File: src/rtl/hsv2rgb_pkg.sv
// Shared constants and arithmetic helpers for the HSV to RGB converter.
// No dependencies.
`default_nettype none

package hsv2rgb_pkg;

  localparam int unsigned CHAN_W = 8;

  typedef logic [CHAN_W-1:0] chan_t;

  // Conversion mode codes.
  localparam logic MODE_GENERIC = 1'b0;
  localparam logic MODE_RAINBOW = 1'b1;

  localparam chan_t FULL_LEVEL   = 8'd255;
  localparam chan_t REGION_WIDTH = 8'd43;
  localparam chan_t GREEN_SCALE  = 8'd185;
  localparam chan_t ONE_THIRD    = 8'(256 / 3);
  localparam chan_t TWO_THIRDS   = 8'((256 * 2) / 3);
  localparam chan_t RB_171       = 8'd171;
  localparam chan_t RB_170       = 8'd170;
  localparam logic [4:0] SECTION_MASK = 5'h1F;

  // Product of two levels, keeping the upper byte.
  function automatic chan_t mul8(input chan_t a, input chan_t b);
    logic [2*CHAN_W-1:0] prod;
    prod = a * b;
    return prod[2*CHAN_W-1:CHAN_W];
  endfunction

  // Scaling that never takes a nonzero level down to zero.
  function automatic chan_t video(input chan_t c, input chan_t s);
    chan_t scaled;
    scaled = mul8(c, s) + 8'd1;
    return (c == '0) ? '0 : scaled;
  endfunction

  // Hue region of width 43; the last region runs up to the top of the circle.
  function automatic logic [2:0] region_of(input chan_t h);
    logic [2:0] r;
    if (h >= 8'd215)      r = 3'd5;
    else if (h >= 8'd172) r = 3'd4;
    else if (h >= 8'd129) r = 3'd3;
    else if (h >= 8'd86)  r = 3'd2;
    else if (h >= 8'd43)  r = 3'd1;
    else                  r = 3'd0;
    return r;
  endfunction

endpackage

`default_nettype wire

File: src/rtl/hsv_to_rgb_converter.sv
// HSV to RGB converter, top level: five-stage pipeline with a mode register.
// Depends on hsv2rgb_pkg.
`default_nettype none

//  Channel  | Signals                                     | Handshake
//  ---------+---------------------------------------------+-------------------------------
//  input    | start, hue_angle, saturation, brightness    | taken when start && !busy
//  result   | done, red_level, green_level, blue_level    | one-cycle strobe, no back-pressure
//  config   | cfg_valid, cfg_ready, cfg_data              | written when cfg_valid && cfg_ready
//
// A word may enter in any cycle in which busy is low, so the sustained rate is one word per
// clock. The rainbow path has four dependent products (section offset, green scale,
// saturation scaling, brightness scaling), at most one a stage. Reset clears the valid bits
// and selects the generic mode; busy is set by reset and cleared by the first clock edge
// out of it. The receiver cannot stall, so the pipeline never holds and busy stays low in
// operation. The mode is sampled with each input word and travels with it.

module hsv_to_rgb_converter (
  input  wire logic                          clk,
  input  wire logic                          rst,
  input  wire logic                          start,
  output logic                               busy,
  input  wire logic [hsv2rgb_pkg::CHAN_W-1:0] hue_angle,
  input  wire logic [hsv2rgb_pkg::CHAN_W-1:0] saturation,
  input  wire logic [hsv2rgb_pkg::CHAN_W-1:0] brightness,
  output logic                               done,
  output logic [hsv2rgb_pkg::CHAN_W-1:0]     red_level,
  output logic [hsv2rgb_pkg::CHAN_W-1:0]     green_level,
  output logic [hsv2rgb_pkg::CHAN_W-1:0]     blue_level,
  input  wire logic                          cfg_valid,
  output logic                               cfg_ready,
  input  wire logic                          cfg_data
);

  import hsv2rgb_pkg::*;

  logic conversion_mode;
  logic accept;

  // Stage 1: hue decomposition for both methods.
  logic       vld1, mode1;
  chan_t      sat1, bri1, rem1, third1, two1;
  logic [2:0] region1, sect1;

  // Stage 2: first products and rainbow section levels.
  logic       vld2, mode2;
  chan_t      sat2, bri2, sr2, st2, p2, rr2, rg2, rb2, floor2, vsq2;
  logic [2:0] region2;

  // Stage 3: generic result complete, rainbow green scaled.
  logic  vld3, mode3;
  chan_t sat3, bri3, floor3, vsq3, red3, grn3, blu3;

  // Stage 4: rainbow saturation applied.
  logic  vld4, mode4;
  chan_t bri4, vsq4, red4, grn4, blu4;

  // Combinational values between stages.
  logic [2:0] region0;
  chan_t      reg_base0, rem_base0, rem0, off8_0;
  chan_t      sr1c, st1c, p1c, rr1c, rg1c, rb1c, floor1c, vsq1c;
  chan_t      q2c, t2c, gr2c, gg2c, gb2c, grn_scaled2c;
  chan_t      red3c, grn3c, blu3c, red4c, grn4c, blu4c;

  // busy covers reset and the cycle straight after it; cfg writes are held off in that gap too.
  always_ff @(posedge clk) begin
    if (rst) begin
      busy <= 1'b1;
    end else begin
      busy <= 1'b0;
    end
  end

  assign accept    = start && !busy;
  assign cfg_ready = !busy;

  always_ff @(posedge clk) begin
    if (rst) begin
      conversion_mode <= MODE_GENERIC;
    end else if (cfg_valid && cfg_ready) begin
      conversion_mode <= cfg_data;
    end
  end

  // Stage 0 logic: the region search is a short compare chain, and the remainder within
  // the region is scaled by six to span the full byte.
  always_comb begin
    region0   = region_of(hue_angle);
    reg_base0 = 8'(region0 * REGION_WIDTH);
    rem_base0 = hue_angle - reg_base0;
    rem0      = 8'(rem_base0 * 8'd6);
    off8_0    = {hue_angle[4:0] & SECTION_MASK, 3'b000};
  end

  always_ff @(posedge clk) begin
    if (rst) begin
      vld1 <= 1'b0;
    end else begin
      vld1 <= accept;
    end
  end

  always_ff @(posedge clk) begin
    mode1   <= conversion_mode;
    sat1    <= saturation;
    bri1    <= brightness;
    region1 <= region0;
    rem1    <= rem0;
    sect1   <= hue_angle[7:5];
    third1  <= mul8(off8_0, ONE_THIRD);
    two1    <= mul8(off8_0, TWO_THIRDS);
  end

  // Stage 1 logic: generic p and the partial products for q and t; rainbow section
  // colour, desaturation floor and squared brightness. Section adds wrap at a byte.
  always_comb begin
    sr1c    = mul8(sat1, rem1);
    st1c    = mul8(sat1, FULL_LEVEL - rem1);
    p1c     = mul8(bri1, FULL_LEVEL - sat1);
    floor1c = mul8(FULL_LEVEL - sat1, FULL_LEVEL - sat1);
    vsq1c   = mul8(bri1, bri1);
    case (sect1)
      3'd0: begin
        rr1c = FULL_LEVEL - third1; rg1c = third1;                 rb1c = '0;
      end
      3'd1: begin
        rr1c = RB_171;              rg1c = ONE_THIRD + third1;     rb1c = '0;
      end
      3'd2: begin
        rr1c = RB_171 - two1;       rg1c = RB_170 + third1;        rb1c = '0;
      end
      3'd3: begin
        rr1c = '0;                  rg1c = FULL_LEVEL - third1;    rb1c = third1;
      end
      3'd4: begin
        rr1c = '0;                  rg1c = RB_171 - two1;          rb1c = ONE_THIRD + two1;
      end
      3'd5: begin
        rr1c = third1;              rg1c = '0;                     rb1c = FULL_LEVEL - third1;
      end
      3'd6: begin
        rr1c = ONE_THIRD + third1;  rg1c = '0;                     rb1c = RB_171 - third1;
      end
      default: begin
        rr1c = RB_170 + third1;     rg1c = '0;                     rb1c = ONE_THIRD - third1;
      end
    endcase
  end

  always_ff @(posedge clk) begin
    if (rst) begin
      vld2 <= 1'b0;
    end else begin
      vld2 <= vld1;
    end
  end

  always_ff @(posedge clk) begin
    mode2   <= mode1;
    sat2    <= sat1;
    bri2    <= bri1;
    region2 <= region1;
    sr2     <= sr1c;
    st2     <= st1c;
    p2      <= p1c;
    rr2     <= rr1c;
    rg2     <= rg1c;
    rb2     <= rb1c;
    floor2  <= floor1c;
    vsq2    <= vsq1c;
  end

  // Stage 2 logic: generic q and t and the region permutation, with grey passed
  // straight through when there is no saturation; rainbow green is scaled down.
  always_comb begin
    q2c          = mul8(bri2, FULL_LEVEL - sr2);
    t2c          = mul8(bri2, FULL_LEVEL - st2);
    grn_scaled2c = mul8(rg2, GREEN_SCALE);
    case (region2)
      3'd0:    begin gr2c = bri2; gg2c = t2c;  gb2c = p2;   end
      3'd1:    begin gr2c = q2c;  gg2c = bri2; gb2c = p2;   end
      3'd2:    begin gr2c = p2;   gg2c = bri2; gb2c = t2c;  end
      3'd3:    begin gr2c = p2;   gg2c = q2c;  gb2c = bri2; end
      3'd4:    begin gr2c = t2c;  gg2c = p2;   gb2c = bri2; end
      default: begin gr2c = bri2; gg2c = p2;   gb2c = q2c;  end
    endcase
    if (sat2 == '0) begin
      gr2c = bri2;
      gg2c = bri2;
      gb2c = bri2;
    end
  end

  always_ff @(posedge clk) begin
    if (rst) begin
      vld3 <= 1'b0;
    end else begin
      vld3 <= vld2;
    end
  end

  always_ff @(posedge clk) begin
    mode3  <= mode2;
    sat3   <= sat2;
    bri3   <= bri2;
    floor3 <= floor2;
    vsq3   <= vsq2;
    if (mode2 == MODE_RAINBOW) begin
      red3 <= rr2;
      grn3 <= grn_scaled2c;
      blu3 <= rb2;
    end else begin
      red3 <= gr2c;
      grn3 <= gg2c;
      blu3 <= gb2c;
    end
  end

  // Stage 3 logic: rainbow saturation. No saturation gives white; partial saturation
  // scales each level and adds the floor, wrapping at a byte.
  always_comb begin
    red3c = red3;
    grn3c = grn3;
    blu3c = blu3;
    if ((mode3 == MODE_RAINBOW) && (sat3 != FULL_LEVEL)) begin
      if (sat3 == '0) begin
        red3c = FULL_LEVEL;
        grn3c = FULL_LEVEL;
        blu3c = FULL_LEVEL;
      end else begin
        red3c = video(red3, sat3) + floor3;
        grn3c = video(grn3, sat3) + floor3;
        blu3c = video(blu3, sat3) + floor3;
      end
    end
  end

  always_ff @(posedge clk) begin
    if (rst) begin
      vld4 <= 1'b0;
    end else begin
      vld4 <= vld3;
    end
  end

  always_ff @(posedge clk) begin
    mode4 <= mode3;
    bri4  <= bri3;
    vsq4  <= vsq3;
    red4  <= red3c;
    grn4  <= grn3c;
    blu4  <= blu3c;
  end

  // Stage 4 logic: rainbow brightness by the squared level; a square that rounds to zero
  // gives black.
  always_comb begin
    red4c = red4;
    grn4c = grn4;
    blu4c = blu4;
    if ((mode4 == MODE_RAINBOW) && (bri4 != FULL_LEVEL)) begin
      if (vsq4 == '0) begin
        red4c = '0;
        grn4c = '0;
        blu4c = '0;
      end else begin
        red4c = video(red4, vsq4);
        grn4c = video(grn4, vsq4);
        blu4c = video(blu4, vsq4);
      end
    end
  end

  always_ff @(posedge clk) begin
    if (rst) begin
      done <= 1'b0;
    end else begin
      done <= vld4;
    end
  end

  always_ff @(posedge clk) begin
    red_level   <= red4c;
    green_level <= grn4c;
    blue_level  <= blu4c;
  end

endmodule

`default_nettype wire

File: config.mk
export PLATFORM = sky130hd
export DESIGN_NAME = hsv_to_rgb_converter
export DESIGN_NICKNAME = d
export VERILOG_FILES = /design/src/rtl/hsv2rgb_pkg.sv /design/src/rtl/hsv_to_rgb_converter.sv
export SDC_FILE = /design/constraint.sdc
export NUM_CORES = 2
export LEC_CHECK = 0
export ABC_AREA = 1
export BUFFER_PORTS_ARGS = -buffer_cell sky130_fd_sc_hd__buf_4
export CORE_UTILIZATION = 65
export CTS_BUF_LIST = sky130_fd_sc_hd__clkbuf_16
export DETAILED_ROUTE_END_ITERATION = 8
export PLACE_DENSITY = 0.9
export SLEW_MARGIN = 25
export SYNTH_ARGS = -nofsm -noshare
export SYNTH_HDL_FRONTEND = slang
export SYNTH_SLANG_ARGS = --single-unit
File: constraint.sdc
create_clock -name clk -period 7.54 [get_ports clk]
set_input_delay 0.754 -clock clk [delete_from_list [all_inputs] [get_ports clk]]
set_output_delay 0.754 -clock clk [all_outputs]
set_load 0.1 [all_outputs]
==> results.yml <==
synth:
  synth_compound_gate_area_share: 0.0732
  synth_adder_area_share: 0.420
  post_synth.cell_area_avg_um2: 7.42
  ys_ff_latch: 251
  dominantRegCellSynth: "dfxtp_1"
  yosys-top-cells-area: "fa_1 (24%), ha_1 (18%), dfxtp_1 (14%)"
  synth_cell_type_count: 65
  synth_area_mm2: 0.0371
  synth-edff-count: 0
  yosys.area_share.xor_xnor: 0.0311
  post_synth_and_or_nand_nor_area_fraction: 0.203
  synth_cells: 4996
  synth_nets: 5998
  most_instantiated_library_cell_after_synthesis: "inv_1"
  async_reset_ff_frac: 0
  synth.top_cell.area_share: 0.243
  synthMuxAreaShare: 0
  synth_top_cells_by_count: "inv_1 (1160), nand2_1 (1143), ha_1 (523), fa_1 (450), nor2_1 (351)"
  synth_top_family_by_area: "adder cells"
  synth_largest_area_cell: "fa_1"
  ys_warn_count: 0
  ys_seq_area_frac: 0.136
floorplan:
  fp.dieW_um: 241
  fp.dieH_um: 241
  io_pins: 56
  core_area_mm2: 0.0564
  starting_density_of_the_core: 0.657
  fp-row-count: 87
  die_area_mm2: 0.0580
clocking:
  ctsRootBufferMaster: "clkbuf_16"
  post_cts_hold_buffer_count: 0
  numClockSinks: 251
  clock_tree_from_tritoncts: "built"
  worst_skew_pair.late_latency_ns: 0.62
  cts.reportedPaths.clkPinSlew_ns: 0.07
  ctsLongestPathBuffers: 3
  cts_post_setup_buffers_inserted: 0
  h-tree-depth: 1
  number_of_clock_buffers_inserted_by_tritoncts: 31
  cts-resized-gates: 0
min_path:
  hold_end: "sat1[3]$_DFF_P_"
  timing.hold.worst.start: "saturation[3]"
  timing.hold.worst.class: "in -> reg"
  min_path_cells: 1
worst_setup_path:
  critical_path.reg2reg.startpoint: "sat3[5]$_DFF_P_"
  worst-endpoint-required_ns: 8.05
  r2r_slack_ns: 1.06
  reg2reg_depth: 33
  start_kind: "flip-flop"
  critical-path-max-stage-delay_ns: 0.96
  endpoint_arrival_time_on_the_critical_path_ns: 6.99
  worstReg2RegEnd: "grn4[7]$_DFF_P_"
  crit_end_element: "flip-flop"
  cp_slowest_cell: "dfxtp_1"
  crit_fanout: 25
  critPathMostFrequentCell: "inv_1"
  critical_path_class: "reg -> reg"
place:
  gp_congestion: 0.955
  dp_cells: 5671
  detailedPlacementHpwl_mm: 73.4
  port-buffer-count: 55
timing:
  fmax_mhz: 154
  timing.final.crit_share: 0.860
  slew_headroom: 0.281
  final.min_clock_period_ns: 6.48
  timing_max_transition_violations_final: 0
  grt_setup_unrepaired: "no"
  final-setup-viol-count: 0
  finalSetupTns_ns: 0
  final-hold-violation-count: 0
  worst_slew_pin_slew_ns: 1.08
  fin_skew_ns: 0.0197
routing:
  detail_route.drc_violations: 0
  route.antenna.remaining_nets: 0
  drt-total-wl_mm: 94.4
  drt-pass1-iter-count: 8
  avgViaCountPerCell: 5.64
  drt-wirelength-per-cell_um: 16.5
  detailroute.via_count: 32300
  detailedRoute.firstIterationViolations: 2713
run:
  drv_cap: 0
grt:
  grt-ovfl-total: 0
  antenna_found_initial: 1
  global_route_usage_over_all_layers: 0.331
  grt_first_pass_wirelength_mm: 155
  grt_start_max_net_pins: 29
  first_global_vias: 32800
final_layout:
  synthToLayoutAreaGrowth_pct: 5.09
  number_of_non_filler_instances_in_the_completed_layout: 5729
  ff_latch_area_mm2: 0.00503
  layout-drive-gt1-share: 0.0396
  layout_filler_cell_count: 4256
  design.final.nets: 5950
  diodes: 0
  multi_input_area_mm2: 0.0269
outcome:
  outcome: "complete, no violations"
cells by family (layout without fill, tap and decap cells):
| group | Yosys count | after routing |
|---|---|---|
| fa+ha+maj | 973 | 973 |
| xor+xnor | 127 | 127 |
| buf+inv | 1344 | 1321 |
| compound gates | 470 | 470 |
| flops | 251 | 251 |
| simple gates | 1831 | 1831 |
layer usage:
layer	wire [µm]	vias up	global-route usage
met1	35400	15100	0.391
met5	15	-	0
met2	45300	1580	0.574
li1	-	15100	-
met3	7930	449	0.0516
met4	5710	2	0.186
final cells by class:
| cell class | instances | area share |
|---|---|---|
| clock buffer | 31 | 0.0199 |
| tap | 756 | 0.0243 |
| timing repair buffer | 81 | 0.0156 |
| multi-input combinational | 3401 | 0.692 |
| sequential | 251 | 0.129 |
| clock inverter | 27 | 0.00514 |
| inverter | 1182 | 0.114 |
stage by stage:
stage	cell area, µm²	hold slack (ns)	utilization	worst slack (ns)
after floorplan	37100	0.310	-	1.75
after global placement	38000	0.310	0.673	1.24
after detailed placement	38000	0.312	0.673	1.18
after CTS	38900	0.218	0.691	1.13
after global routing	38900	0.228	0.691	0.655
final	38900	0.228	0.691	1.06
worst max-delay path: cells and delay by family, from the launching register on:
kind | cells | cell delay (ns)
buffers and inverters | 8 | 0.52
AO/OA/AOI/OAI | 5 | 0.74
flip-flops | 1 | 0.96
XOR/XNOR | 1 | 0.20
AND/OR/NAND/NOR | 12 | 1.11
adder cells (fa/ha/maj) | 7 | 2.86
cell usage in the layout (no fill, tap or decap), types with 5 or more instances in the layout:
master	netlist	layout
clkinv_1	13	20
nand2_1	1143	1143
o21ai_1	11	11
fa_1	450	450
clkbuf_16	0	31
nor3_1	30	30
a21oi_1	233	233
o22ai_1	15	15
a21o_1	22	22
nand4_1	29	29
xor2_1	80	80
a221oi_1	9	9
nand3b_1	15	15
nor2_2	13	13
nor4_1	15	15
buf_4	5	81
o21ai_0	94	94
a31oi_1	7	7
nand2_2	17	17
o211ai_1	19	19
o221ai_1	5	5
or2_2	7	7
o2111ai_1	8	8
inv_1	1160	1163
nor2_1	351	351
inv_2	9	9
ha_1	523	523
inv_6	0	7
a211oi_1	6	6
xnor2_1	43	43
o21bai_1	13	13
nand3_1	191	191
dfxtp_1	251	250
worst max path at each step:
stage | end | slack (ns) | cells past startpoint | from
after global routing | blu4[7]$_DFF_P_ | 0.66 | 30 | sat3[5]$_DFF_P_
final | grn4[7]$_DFF_P_ | 1.06 | 33 | sat3[5]$_DFF_P_
after floorplan | grn4[7]$_DFF_P_ | 1.75 | 35 | sat3[6]$_DFF_P_
after CTS | grn4[7]$_DFF_P_ | 1.13 | 33 | sat3[6]$_DFF_P_
after detailed placement | grn4[7]$_DFF_P_ | 1.18 | 33 | sat3[6]$_DFF_P_
after global placement | grn4[7]$_DFF_P_ | 1.24 | 33 | sat3[6]$_DFF_P_
Power is not shown: default switching activity piles up to over one toggle a cycle in this logic, so the estimate is an artifact.
